File: config.mk
export PLATFORM = sky130hd
export DESIGN_NAME = button_event_classifier
export DESIGN_NICKNAME = d
export VERILOG_FILES = /design/src/hw/rtl/bec_pkg.sv /design/src/hw/rtl/button_event_classifier.sv
export SDC_FILE = /design/constraint.sdc
export NUM_CORES = 1
export LEC_CHECK = 0
export BUFFER_PORTS_ARGS = -buffer_cell sky130_fd_sc_hd__buf_2
export CORE_MARGIN = 3
export CORE_UTILIZATION = 53
export DETAILED_ROUTE_END_ITERATION = 8
export GPL_TIMING_DRIVEN = 0
export PLACE_DENSITY_LB_ADDON = 0.08
export RECOVER_POWER = 100
export SLEW_MARGIN = 20
export SYNTH_ARGS = -nofsm -noshare
export SYNTH_HDL_FRONTEND = slang
export SYNTH_SLANG_ARGS = --single-unit
File: constraint.sdc
create_clock -name clk_i -period 8 [get_ports clk_i]
set_clock_uncertainty 0.1 [all_clocks]
set_input_delay 0 -clock clk_i [delete_from_list [all_inputs] [get_ports clk_i]]
set_output_delay 0 -clock clk_i [all_outputs]
set_load 0.05 [all_outputs]
File: src/hw/rtl/bec_pkg.sv
// Shared types and constants for the button event classifier.
// No dependencies; imported by button_event_classifier.
`default_nettype none

package bec_pkg;

  // Button count follows from the one-bit button index on the input stream.
  localparam int unsigned NUM_BUTTONS = 2;
  localparam int unsigned BTN_W       = 1;
  localparam int unsigned TIME_W      = 32;
  localparam int unsigned CFG_W       = 16;
  localparam int unsigned CFG_IDX_W   = 2;
  localparam int unsigned IN_DATA_W   = 40;
  localparam int unsigned OUT_DATA_W  = 8;

  typedef enum logic [2:0] {
    EV_PRESS   = 3'd0,
    EV_LONG    = 3'd1,
    EV_DOUBLE  = 3'd2,
    EV_SHORT   = 3'd3,
    EV_RELEASE = 3'd4
  } event_code_e;

  typedef enum logic [CFG_IDX_W-1:0] {
    REG_LONG_PRESS   = 2'd0,
    REG_DOUBLE_PRESS = 2'd1,
    REG_DEBOUNCE     = 2'd2,
    REG_ACTIVE_LOW   = 2'd3
  } cfg_reg_e;

  localparam logic [CFG_W-1:0] LONG_PRESS_RST   = 16'd1000;
  localparam logic [CFG_W-1:0] DOUBLE_PRESS_RST = 16'd300;
  localparam logic [CFG_W-1:0] DEBOUNCE_RST     = 16'd50;

  localparam logic [1:0] TALLY_MAX = 2'd3;
  localparam logic [1:0] TALLY_DBL = 2'd2;

endpackage

`default_nettype wire

File: src/hw/rtl/button_event_classifier.sv
// Flow: a request is captured in the input register and evaluated there; its
// events go into the result register, which drives the output. Throughput: one
// request per cycle when it yields at most one event and the output is not stalled;
// one that yields two holds the next until the single output port drains them.
// Reset: asynchronous, active low; clears all per-button state and loads the
// register defaults (long 1000, double 300, debounce 50, active high).
// Depends on bec_pkg.
`default_nettype none

module button_event_classifier (
  input  wire logic                             clk_i,
  input  wire logic                             rst_ni,
  // Configuration write port
  input  wire logic                             cfg_we_i,
  input  wire logic [bec_pkg::CFG_IDX_W-1:0]    cfg_idx_i,
  input  wire logic [bec_pkg::CFG_W-1:0]        cfg_data_i,
  // Sample stream
  input  wire logic                             s_axis_tvalid,
  output logic                                  s_axis_tready,
  // [0] button_index, [1] raw_level, [33:2] now_ms, [39:34] zero
  input  wire logic [bec_pkg::IN_DATA_W-1:0]    s_axis_tdata,
  // Event stream
  output logic                                  m_axis_tvalid,
  input  wire logic                             m_axis_tready,
  // [0] event_button, [3:1] event_code, [7:4] zero
  output logic [bec_pkg::OUT_DATA_W-1:0]        m_axis_tdata,
  // last_of_run
  output logic                                  m_axis_tlast
);
  import bec_pkg::*;

  // Configuration registers
  logic [CFG_W-1:0] long_ms_q, dbl_ms_q, deb_ms_q;
  logic             act_low_q;

  // Per-button state
  logic              prev_q   [NUM_BUTTONS];
  logic              stable_q [NUM_BUTTONS];
  logic [TIME_W-1:0] lct_q    [NUM_BUTTONS];
  logic              held_q   [NUM_BUTTONS];
  logic [TIME_W-1:0] pst_q    [NUM_BUTTONS];
  logic [TIME_W-1:0] rel_q    [NUM_BUTTONS];
  logic [1:0]        tally_q  [NUM_BUTTONS];
  logic              lr_q     [NUM_BUTTONS];

  // Input register
  logic              in_vld_q;
  logic [BTN_W-1:0]  in_btn_q;
  logic              in_raw_q;
  logic [TIME_W-1:0] in_now_q;

  // Result register: up to two events for one request
  logic [1:0]        res_cnt_q;
  logic [BTN_W-1:0]  res_btn_q;
  event_code_e       res_ev0_q, res_ev1_q;

  // Evaluation of the registered request
  logic              lvl, bounce, edge_det, rise, hold_long, long_held;
  logic [TIME_W-1:0] lct_d, d_deb, d_rel, d_hold;
  logic              held_d, lr_d;
  logic [TIME_W-1:0] pst_d, rel_d;
  logic [1:0]        tally_d;
  logic [1:0]        n_ev;
  event_code_e       ev0, ev1;
  logic              res_free, in_adv, out_take;

  assign lvl   = in_raw_q ^ act_low_q;
  assign lct_d = (lvl != prev_q[in_btn_q]) ? in_now_q : lct_q[in_btn_q];
  assign d_deb  = in_now_q - lct_d;
  assign d_rel  = in_now_q - rel_q[in_btn_q];
  assign d_hold = in_now_q - pst_q[in_btn_q];
  assign bounce = d_deb < {{(TIME_W-CFG_W){1'b0}}, deb_ms_q};
  assign edge_det = !bounce && (lvl != stable_q[in_btn_q]);
  assign rise     = edge_det && lvl;
  // A fresh press has held for zero time.
  assign hold_long = rise ? (long_ms_q == '0)
                          : (d_hold >= {{(TIME_W-CFG_W){1'b0}}, long_ms_q});

  always_comb begin
    held_d  = held_q[in_btn_q];
    lr_d    = lr_q[in_btn_q];
    pst_d   = pst_q[in_btn_q];
    rel_d   = rel_q[in_btn_q];
    tally_d = tally_q[in_btn_q];
    n_ev    = 2'd0;
    ev0     = EV_PRESS;
    ev1     = EV_LONG;
    if (edge_det) begin
      if (lvl) begin
        held_d = 1'b1;
        pst_d  = in_now_q;
        lr_d   = 1'b0;
        if (d_rel < {{(TIME_W-CFG_W){1'b0}}, dbl_ms_q}) begin
          if (tally_q[in_btn_q] != TALLY_MAX) begin
            tally_d = tally_q[in_btn_q] + 2'd1;
          end
        end else begin
          tally_d = 2'd1;
        end
        ev0  = EV_PRESS;
        n_ev = 2'd1;
      end else begin
        if (d_hold >= {{(TIME_W-CFG_W){1'b0}}, long_ms_q}) begin
          ev0 = EV_LONG;
        end else if (tally_q[in_btn_q] == TALLY_DBL) begin
          ev0     = EV_DOUBLE;
          tally_d = 2'd0;
        end else begin
          ev0 = EV_SHORT;
        end
        held_d = 1'b0;
        rel_d  = in_now_q;
        ev1    = EV_RELEASE;
        n_ev   = 2'd2;
      end
    end
    // A sample inside the debounce window reports nothing.
    long_held = !bounce && held_d && hold_long && !lr_d;
    if (long_held) begin
      lr_d = 1'b1;
      if (n_ev == 2'd0) begin
        ev0  = EV_LONG;
        n_ev = 2'd1;
      end else begin
        ev1  = EV_LONG;
        n_ev = 2'd2;
      end
    end
  end

  assign out_take = m_axis_tvalid && m_axis_tready;
  assign res_free = (res_cnt_q == 2'd0) || ((res_cnt_q == 2'd1) && m_axis_tready);
  assign in_adv   = in_vld_q && ((n_ev == 2'd0) || res_free);
  assign s_axis_tready = !in_vld_q || in_adv;

  assign m_axis_tvalid = res_cnt_q != 2'd0;
  assign m_axis_tdata  = {4'b0000, res_ev0_q, res_btn_q};
  assign m_axis_tlast  = res_cnt_q == 2'd1;

  always_ff @(posedge clk_i or negedge rst_ni) begin
    if (!rst_ni) begin
      long_ms_q <= LONG_PRESS_RST;
      dbl_ms_q  <= DOUBLE_PRESS_RST;
      deb_ms_q  <= DEBOUNCE_RST;
      act_low_q <= 1'b0;
    end else if (cfg_we_i) begin
      unique case (cfg_reg_e'(cfg_idx_i))
        REG_LONG_PRESS:   long_ms_q <= cfg_data_i;
        REG_DOUBLE_PRESS: dbl_ms_q  <= cfg_data_i;
        REG_DEBOUNCE:     deb_ms_q  <= cfg_data_i;
        REG_ACTIVE_LOW:   act_low_q <= cfg_data_i[0];
        default: ;
      endcase
    end
  end

  always_ff @(posedge clk_i or negedge rst_ni) begin
    if (!rst_ni) begin
      in_vld_q <= 1'b0;
    end else if (s_axis_tready) begin
      in_vld_q <= s_axis_tvalid;
    end
  end

  always_ff @(posedge clk_i) begin
    if (s_axis_tready && s_axis_tvalid) begin
      in_btn_q <= s_axis_tdata[0];
      in_raw_q <= s_axis_tdata[1];
      in_now_q <= s_axis_tdata[TIME_W+1:2];
    end
  end

  // State is written as the request leaves the input register, so the next
  // request for the same button already sees it.
  always_ff @(posedge clk_i or negedge rst_ni) begin
    if (!rst_ni) begin
      for (int i = 0; i < NUM_BUTTONS; i++) begin
        prev_q[i]   <= 1'b0;
        stable_q[i] <= 1'b0;
        lct_q[i]    <= '0;
        held_q[i]   <= 1'b0;
        pst_q[i]    <= '0;
        rel_q[i]    <= '0;
        tally_q[i]  <= 2'd0;
        lr_q[i]     <= 1'b0;
      end
    end else if (in_adv) begin
      prev_q[in_btn_q] <= lvl;
      lct_q[in_btn_q]  <= lct_d;
      if (!bounce) begin
        stable_q[in_btn_q] <= lvl;
        held_q[in_btn_q]   <= held_d;
        pst_q[in_btn_q]    <= pst_d;
        rel_q[in_btn_q]    <= rel_d;
        tally_q[in_btn_q]  <= tally_d;
        lr_q[in_btn_q]     <= lr_d;
      end
    end
  end

  always_ff @(posedge clk_i or negedge rst_ni) begin
    if (!rst_ni) begin
      res_cnt_q <= 2'd0;
    end else if (in_adv && (n_ev != 2'd0)) begin
      res_cnt_q <= n_ev;
    end else if (out_take) begin
      res_cnt_q <= res_cnt_q - 2'd1;
    end
  end

  always_ff @(posedge clk_i) begin
    if (in_adv && (n_ev != 2'd0)) begin
      res_btn_q <= in_btn_q;
      res_ev0_q <= ev0;
      res_ev1_q <= ev1;
    end else if (out_take) begin
      res_ev0_q <= res_ev1_q;
    end
  end

endmodule

`default_nettype wire

[Yosys cells after proc, flatten, opt, wreduce, memory -nomap -nowiden]
Index checks and enable logic that the tools add are counted.
Word-level totals
  bits in registers: 297
  input bits: 63
  output and inout bits: 11
  word-level logic and storage cells: 152
Operators by class
  $add $sub $neg: 5
  order comparisons: 5
  equal/unequal tests: 8
  muxes and demuxes: 73
  bitwise gates (word level): 3
  reduce and logical (&&, ||, !) cells: 30
Operators by type and width (number)
  two-way mux 32 bit: 15
  bitwise mux 64 bit: 3
  subtractor 32 bit: 3
  less-than comparator 32 x 16 -> 1 bit: 2
  two-way mux 2 bit: 19
  demux 32 bit (select 1 bit): 1
  >= comparator 32 x 16 -> 1 bit: 1
  two-way mux 3 bit: 8
  two-way mux 1 bit: 20
  zero test 16 bit: 1
  logical AND 1 bit: 11
  AND reduction 2 bit: 5
  bitwise mux 2 bit: 4
  zero test 2 bit: 4
  == test 2 bit, second input constant: 3
  nonzero test 2 bit: 3
  bitwise mux 4 bit: 1
  == test 2 x 1 -> 1 bit, second input constant: 2
  zero test 1 bit: 3
  logical OR 1 bit: 3
  adder 2 x 1 -> 2 bit, second input constant: 1
  demux 2 bit (select 1 bit): 1
  >= comparator 2 bit, second input constant: 1
  less-than comparator 2 x 1 -> 1 bit, second input constant: 1
  other kinds (7): 8

[Logic depth before layout (Yosys ltp)]
  depth after elaboration: 20
  gate-level depth with buffers: 31
  mapped depth without buffers: 25

[Worst setup path after synthesis]
OpenSTA, ideal clock, no wires.
  path kind: flip-flop to flip-flop
  start: reg in_btn_q
  end: reg in_btn_q (enable)
  library setup time: 0.394 ns
  data arrival time: 7.469 ns
  required time: 7.506 ns
  slack: 0.037 ns
  cell stages (with the launch flop): 30
  path buffers: 6
  clock period less this slack: 7.963 ns
  path through: edfxtp_1 > buf_6 > buf_6 > buf_6 > clkbuf_1 > clkbuf_1 > clkbuf_1 > mux2i_1 > o21ai_0 > ha_1 > inv_1 > ha_1 > o21bai_1 > a221oi_4 > o22ai_1 > a21boi_0 > o21ai_0 > xnor2_1 > ha_1 > a21o_1 > a21oi_1 > o221ai_1 > a2111oi_0 > nor4b_1 > o32ai_1 > nor4_1 > nand2_1 > o21a_1 > nand2_1 > and2_1
Between the ends
  cells in the longest elaborated chain, start to end: 20
  elaborated cells on any way between the ends: 46
  classes of those cells: 2 x add/sub; 2 x order compare; 2 x eq/ne; 26 x mux; 1 x bitwise; 13 x reduce/logical
RTL lines
  start: declaration: RTL line button_event_classifier.sv:48  | logic [BTN_W-1:0] in_btn_q;
  start signal: assignment: RTL line button_event_classifier.sv:167  | in_btn_q <= s_axis_tdata[0];
  inverter 1 -> 2 bit (not written as such) (*): RTL line button_event_classifier.sv:68  | assign lct_d = (lvl != prev_q[in_btn_q]) ? in_now_q : lct_q[in_btn_q];
  two-way mux 1 bit (not written as such) (3 in series): RTL line button_event_classifier.sv:68
  inequality test 1 bit: RTL line button_event_classifier.sv:68
  two-way mux 32 bit (*): RTL line button_event_classifier.sv:68
  via lct_d[0]: RTL line button_event_classifier.sv:59  | logic [TIME_W-1:0] lct_d, d_deb, d_rel, d_hold;
  subtractor 32 bit (*): RTL line button_event_classifier.sv:69  | assign d_deb = in_now_q - lct_d;
  less-than comparator 32 x 16 -> 1 bit (*): RTL line button_event_classifier.sv:72  | assign bounce = d_deb < {{(TIME_W-CFG_W){1'b0}}, deb_ms_q};
  zero test 1 bit (*)
  [... 3 more ...]
  logical AND 1 bit (2 in series): RTL line button_event_classifier.sv:118  | long_held = !bounce && held_d && hold_long && !lr_d;
  two-way mux 2 bit (*): RTL line button_event_classifier.sv:119  | if (long_held) begin
  zero test 2 bit (*): RTL line button_event_classifier.sv:133  | assign in_adv = in_vld_q && ((n_ev == 2'd0) || res_free);
  logical OR 1 bit (*): RTL line button_event_classifier.sv:133
  logical AND 1 bit (*): RTL line button_event_classifier.sv:133
  logical OR 1 bit (*): RTL line button_event_classifier.sv:134  | assign s_axis_tready = !in_vld_q || in_adv;
  via s_axis_tready: RTL line button_event_classifier.sv:19  | output logic s_axis_tready,
  logical AND 1 bit (*): RTL line button_event_classifier.sv:166  | if (s_axis_tready && s_axis_tvalid) begin
The timed path passes the listed nets; every way through them passes the cells marked *. The select of a mux whose other input is x is not followed.
A chain may end at the register's enable or synchronous reset.

[Final worst setup path]
  start: reg in_btn_q
  end: reg lct_q[32] (netlist bit)
Between the ends
  cells in the longest elaborated chain, start to end: 18
  elaborated cells on any way between the ends: 50
  classes of those cells: 2 x add/sub; 4 x order compare; 2 x eq/ne; 29 x mux; 1 x bitwise; 12 x reduce/logical
RTL lines
  inverter 1 -> 2 bit (not written as such) (*)
  two-way mux 1 bit (not written as such) (3 in series): RTL line button_event_classifier.sv:68
  inequality test 1 bit: RTL line button_event_classifier.sv:68
  two-way mux 32 bit: RTL line button_event_classifier.sv:68
  subtractor 32 bit: RTL line button_event_classifier.sv:69
  less-than comparator 32 x 16 -> 1 bit: RTL line button_event_classifier.sv:72
  zero test 1 bit
  logical AND 1 bit: RTL line button_event_classifier.sv:73  | assign edge_det = !bounce && (lvl != stable_q[in_btn_q]);
  two-way mux 1 bit / logical AND 1 bit (equally long branches): RTL line button_event_classifier.sv:88, button_event_classifier.sv:74
  logical AND 1 bit / two-way mux 1 bit (equally long branches): RTL line button_event_classifier.sv:118, button_event_classifier.sv:76
  logical AND 1 bit (2 in series): RTL line button_event_classifier.sv:118
  two-way mux 2 bit: RTL line button_event_classifier.sv:119
  zero test 2 bit: RTL line button_event_classifier.sv:133
  logical OR 1 bit: RTL line button_event_classifier.sv:133
  logical AND 1 bit: RTL line button_event_classifier.sv:133
  end signal: indexed assignment: RTL line button_event_classifier.sv:189  | lct_q[in_btn_q] <= lct_d;
  end: declaration: RTL line button_event_classifier.sv:39  | logic [TIME_W-1:0] lct_q [NUM_BUTTONS];
Every way passes the cells marked *; elsewhere a longest branch is shown, timed or not. The select of a mux whose other input is x is not followed.

==> impl_metrics.ini <==
[run_status]
status = finished with violations
violations = max-capacitance violations, max-slew violations

[timing]
setup_viol = 0
tightest_slew_ns = 3.88
finalCritPeriodShare_pct = 95.5
max_freq_ghz = 0.131
fin_crit_ns = 7.64
hold_ws_ns = 0.0534
drv_slew = 185
hold_violations = 0
slew_headroom_pct = -159

[synth]
ys_seq_elements = 296
netlist_area_mm2 = 0.0204
synth-xor-area-share_pct = 3.70
ys_seq_area_share_pct = 37.5
yosys.area_share.simple_pct = 12.1
ys_warn_count = 0
synth_cells = 2116
synthFlopType = dfrtp_1
synth_compound_area_share_pct = 18.6
synthMuxAreaShare_pct = 15.1
synthAdderAreaFrac_pct = 8.45
synth_edf_count = 40
syn_area_per_cell_um2 = 9.62
synth_top_family_by_area = compound AO/OA/AOI/OAI gates
ys_async_sr_fraction_pct = 86.5
synth.distinct_cells = 101

[clocking]
cts-root-buf = clkbuf_16
clock_latency_ns = 0.56
cts_buffers = 35
clk_pin_slew_worst_paths_ns = 0.06
cts.htree.levels = 2
cts_tree = done
clock_sinks = 296
cts_buffer_depth = 3

[global_route]
grt_pass1_wl_um = 97800
grt_pass1_vias = 17300
grtUsageTotal_pct = 30.8
antenna_found_initial = 0
grt_start_max_net_pins = 85
overflow = 0

[critical_path]
crit_start = in_btn_q
slowest_stage = a2111oi_2
crit_type = reg2reg
cp_max_fo = 19
arrival_ns = 7.96
start_kind = flip-flop
max_stage_delay_ns = 0.48
crit_required_ns = 8.32
endpoint_kind = flip-flop
rr_startpoint = in_btn_q

[route]
routed_wl_um = 63400
viasPerCell = 6.11
vias = 17300
wl_per_cell_um = 22.4
first_iter_violations = 1125
drtPass1Iterations = 5
ant_nets = 0
drc = 0

[cells_and_area]
nNetsFinal = 2495
fillers = 3209
final_layout_size_suffix_gt1_share_pct = 15.8
syn2layout_area_growth_pct = 15.2
fin_cells = 2836

[die]
coreArea_mm2 = 0.0378
io_pins = 74
die_y_um = 202
die_width_um = 202
start_util_pct = 53.9
dieArea_mm2 = 0.0408
core.rowCount = 71

[placement]
gp_congestion = 0.963
portBuffers = 63
place_inst = 2697
dpl.hpwl_um = 47800

[worst_hold_path]
hp-start = s_axis_tdata[14]
hold_path.class = in2reg

[job]
drv_cap = 3
[what timing repair did]
action	CTS	global route
gates resized for setup	37	28
setup buffers	8	6
hold endpoints to repair	324	0
hold buffers	63	0
pin swaps	3	5
endpoints found under the setup margin	253	250
[registers in the layout, summed over array words and instances (netlist names), 2 cells and up]
signal     flops
lct_q         64
held_q         2
stable_q       2
res_ev1_q      2
deb_ms_q      16
dbl_ms_q      16
lr_q           2
long_ms_q     16
pst_q         64
res_ev0_q      3
rel_q         64
in_now_q      32
prev_q         2
tally_q        4
res_cnt_q      2
[layout make-up]
cell class	count	area (µm²)	area share, %
multi-input combinational	1603	12000	51.1
sequential	296	7620	32.5
timing repair buffer	144	1090	4.65
clock buffer	45	953	4.07
tap	511	639	2.73
buffer	97	507	2.16
inverter	122	458	1.95
clock inverter	17	178	0.758
antenna	1	2.50	0.0107
[critical path, delay by kind of cell, from the launching register on]
family	cells	cell delay, ns
adders and majority gates	2	0.52
xor gates and xnor gates	1	0.17
AOI/OAI and AO/OA	12	2.96
DFF	1	0.37
buffers and inverters	5	1.34
and+or+nand+nor	5	1.31
muxes	2	0.71
[per-layer routing]
| layer | global-route usage [%] | vias to the layer above | part of all wire (%) |
|---|---|---|---|
| met4 | 14.7 | 0 | 4.9 |
| met2 | 49.3 | 583 | 46 |
| met5 | 0 | - | 0 |
| li1 | - | 8095 | - |
| met1 | 41.2 | 8485 | 43 |
| met3 | 4.96 | 166 | 6.4 |
[cells by family after synthesis]
logic type | count (synthesis)
AO/OA/AOI/OAI | 592
flip-flops | 296
buffers and inverters | 220
XOR/XNOR | 77
multiplexers | 279
other | 1
AND/OR/NAND/NOR | 514
adder cells (fa/ha/maj) | 137
[cell usage after synthesis (6+ instances only)]
cell	instances	area share, %
nand2_1	246	4.5
dfrtp_1	243	30
o21ai_0	211	5.2
ha_1	131	8.1
inv_1	122	2.3
a21oi_1	110	2.7
mux2_2	99	5.5
mux2i_1	98	4.8
nor2_1	75	1.4
mux2_1	62	3.4
a21o_1	57	2.1
clkbuf_1	51	0.94
xnor2_1	49	2.1
edfxtp_1	40	5.9
buf_2	27	0.66
nand4_1	26	0.80
nor3_1	23	0.57
nand3_1	22	0.54
a31oi_1	21	0.65
xor2_1	19	0.82
and2_1	18	0.55
o21a_1	18	0.66
nand2b_1	17	0.52
and3_1	16	0.49
a211oi_1	15	0.55
o211ai_1	15	0.55
dfstp_2	13	1.7
nor4_1	13	0.40
o21bai_1	13	0.48
mux2_4	11	0.81
o21ai_1	10	0.25
o221ai_1	10	0.43
buf_1	9	0.17
mux2i_2	9	0.61
nor2b_1	9	0.28
o2111ai_1	8	0.34
o31ai_1	8	0.30
or3_1	8	0.25
buf_4	7	0.26
xnor2_2	7	0.56
a2111oi_0	6	0.26
or2_2	6	0.18
[cells in the final DEF, fill, tap and decap left out, drive strengths merged, types with 22 or more instances in the layout]
master / instances
mux2: 172
nand2: 246
nand3: 22
xnor2: 56
nor2: 76
dfrtp: 243
ha: 131
inv: 126
nand4: 26
buf: 117
o21ai: 222
edfxtp: 40
mux2i: 107
a21o: 57
clkbuf: 106
dlygate4sd3: 62
a21oi: 111
nor3: 24
[path summary, 6_finish.rpt]
path | end | slack, ns | depth (start not counted)
setup reg to reg | lct_q[32] | 0.36 | 27
setup / recovery | lct_q[32] | 0.36 | 27
min in group asynchronous | lct_q[35] | 0.99 | 4
hold reg to reg | rel_q[48] | 0.38 | 2
hold / removal | in_now_q[12] | 0.05 | 2
max in group asynchronous | pst_q[18] | 2.24 | 5
[stage by stage]
step | utilization, % | area (µm²) | TNS, ns | setup slack, ns
after CTS | 61.9 | 23400 | 0 | 0.0185
after detailed placement | 56.8 | 21400 | -539.66 | -2.48
final | 62.1 | 23400 | 0 | 0.361
after global routing | 62.1 | 23400 | -0.00131 | -0.00131
after global placement | 56.5 | 21300 | -574.50 | -2.99
after floorplan | - | 20400 | 0 | 0.0367
Power is left out: the tool's default activity adds up to more than one toggle a clock period on the data nets, which glitch-free logic cannot reach.
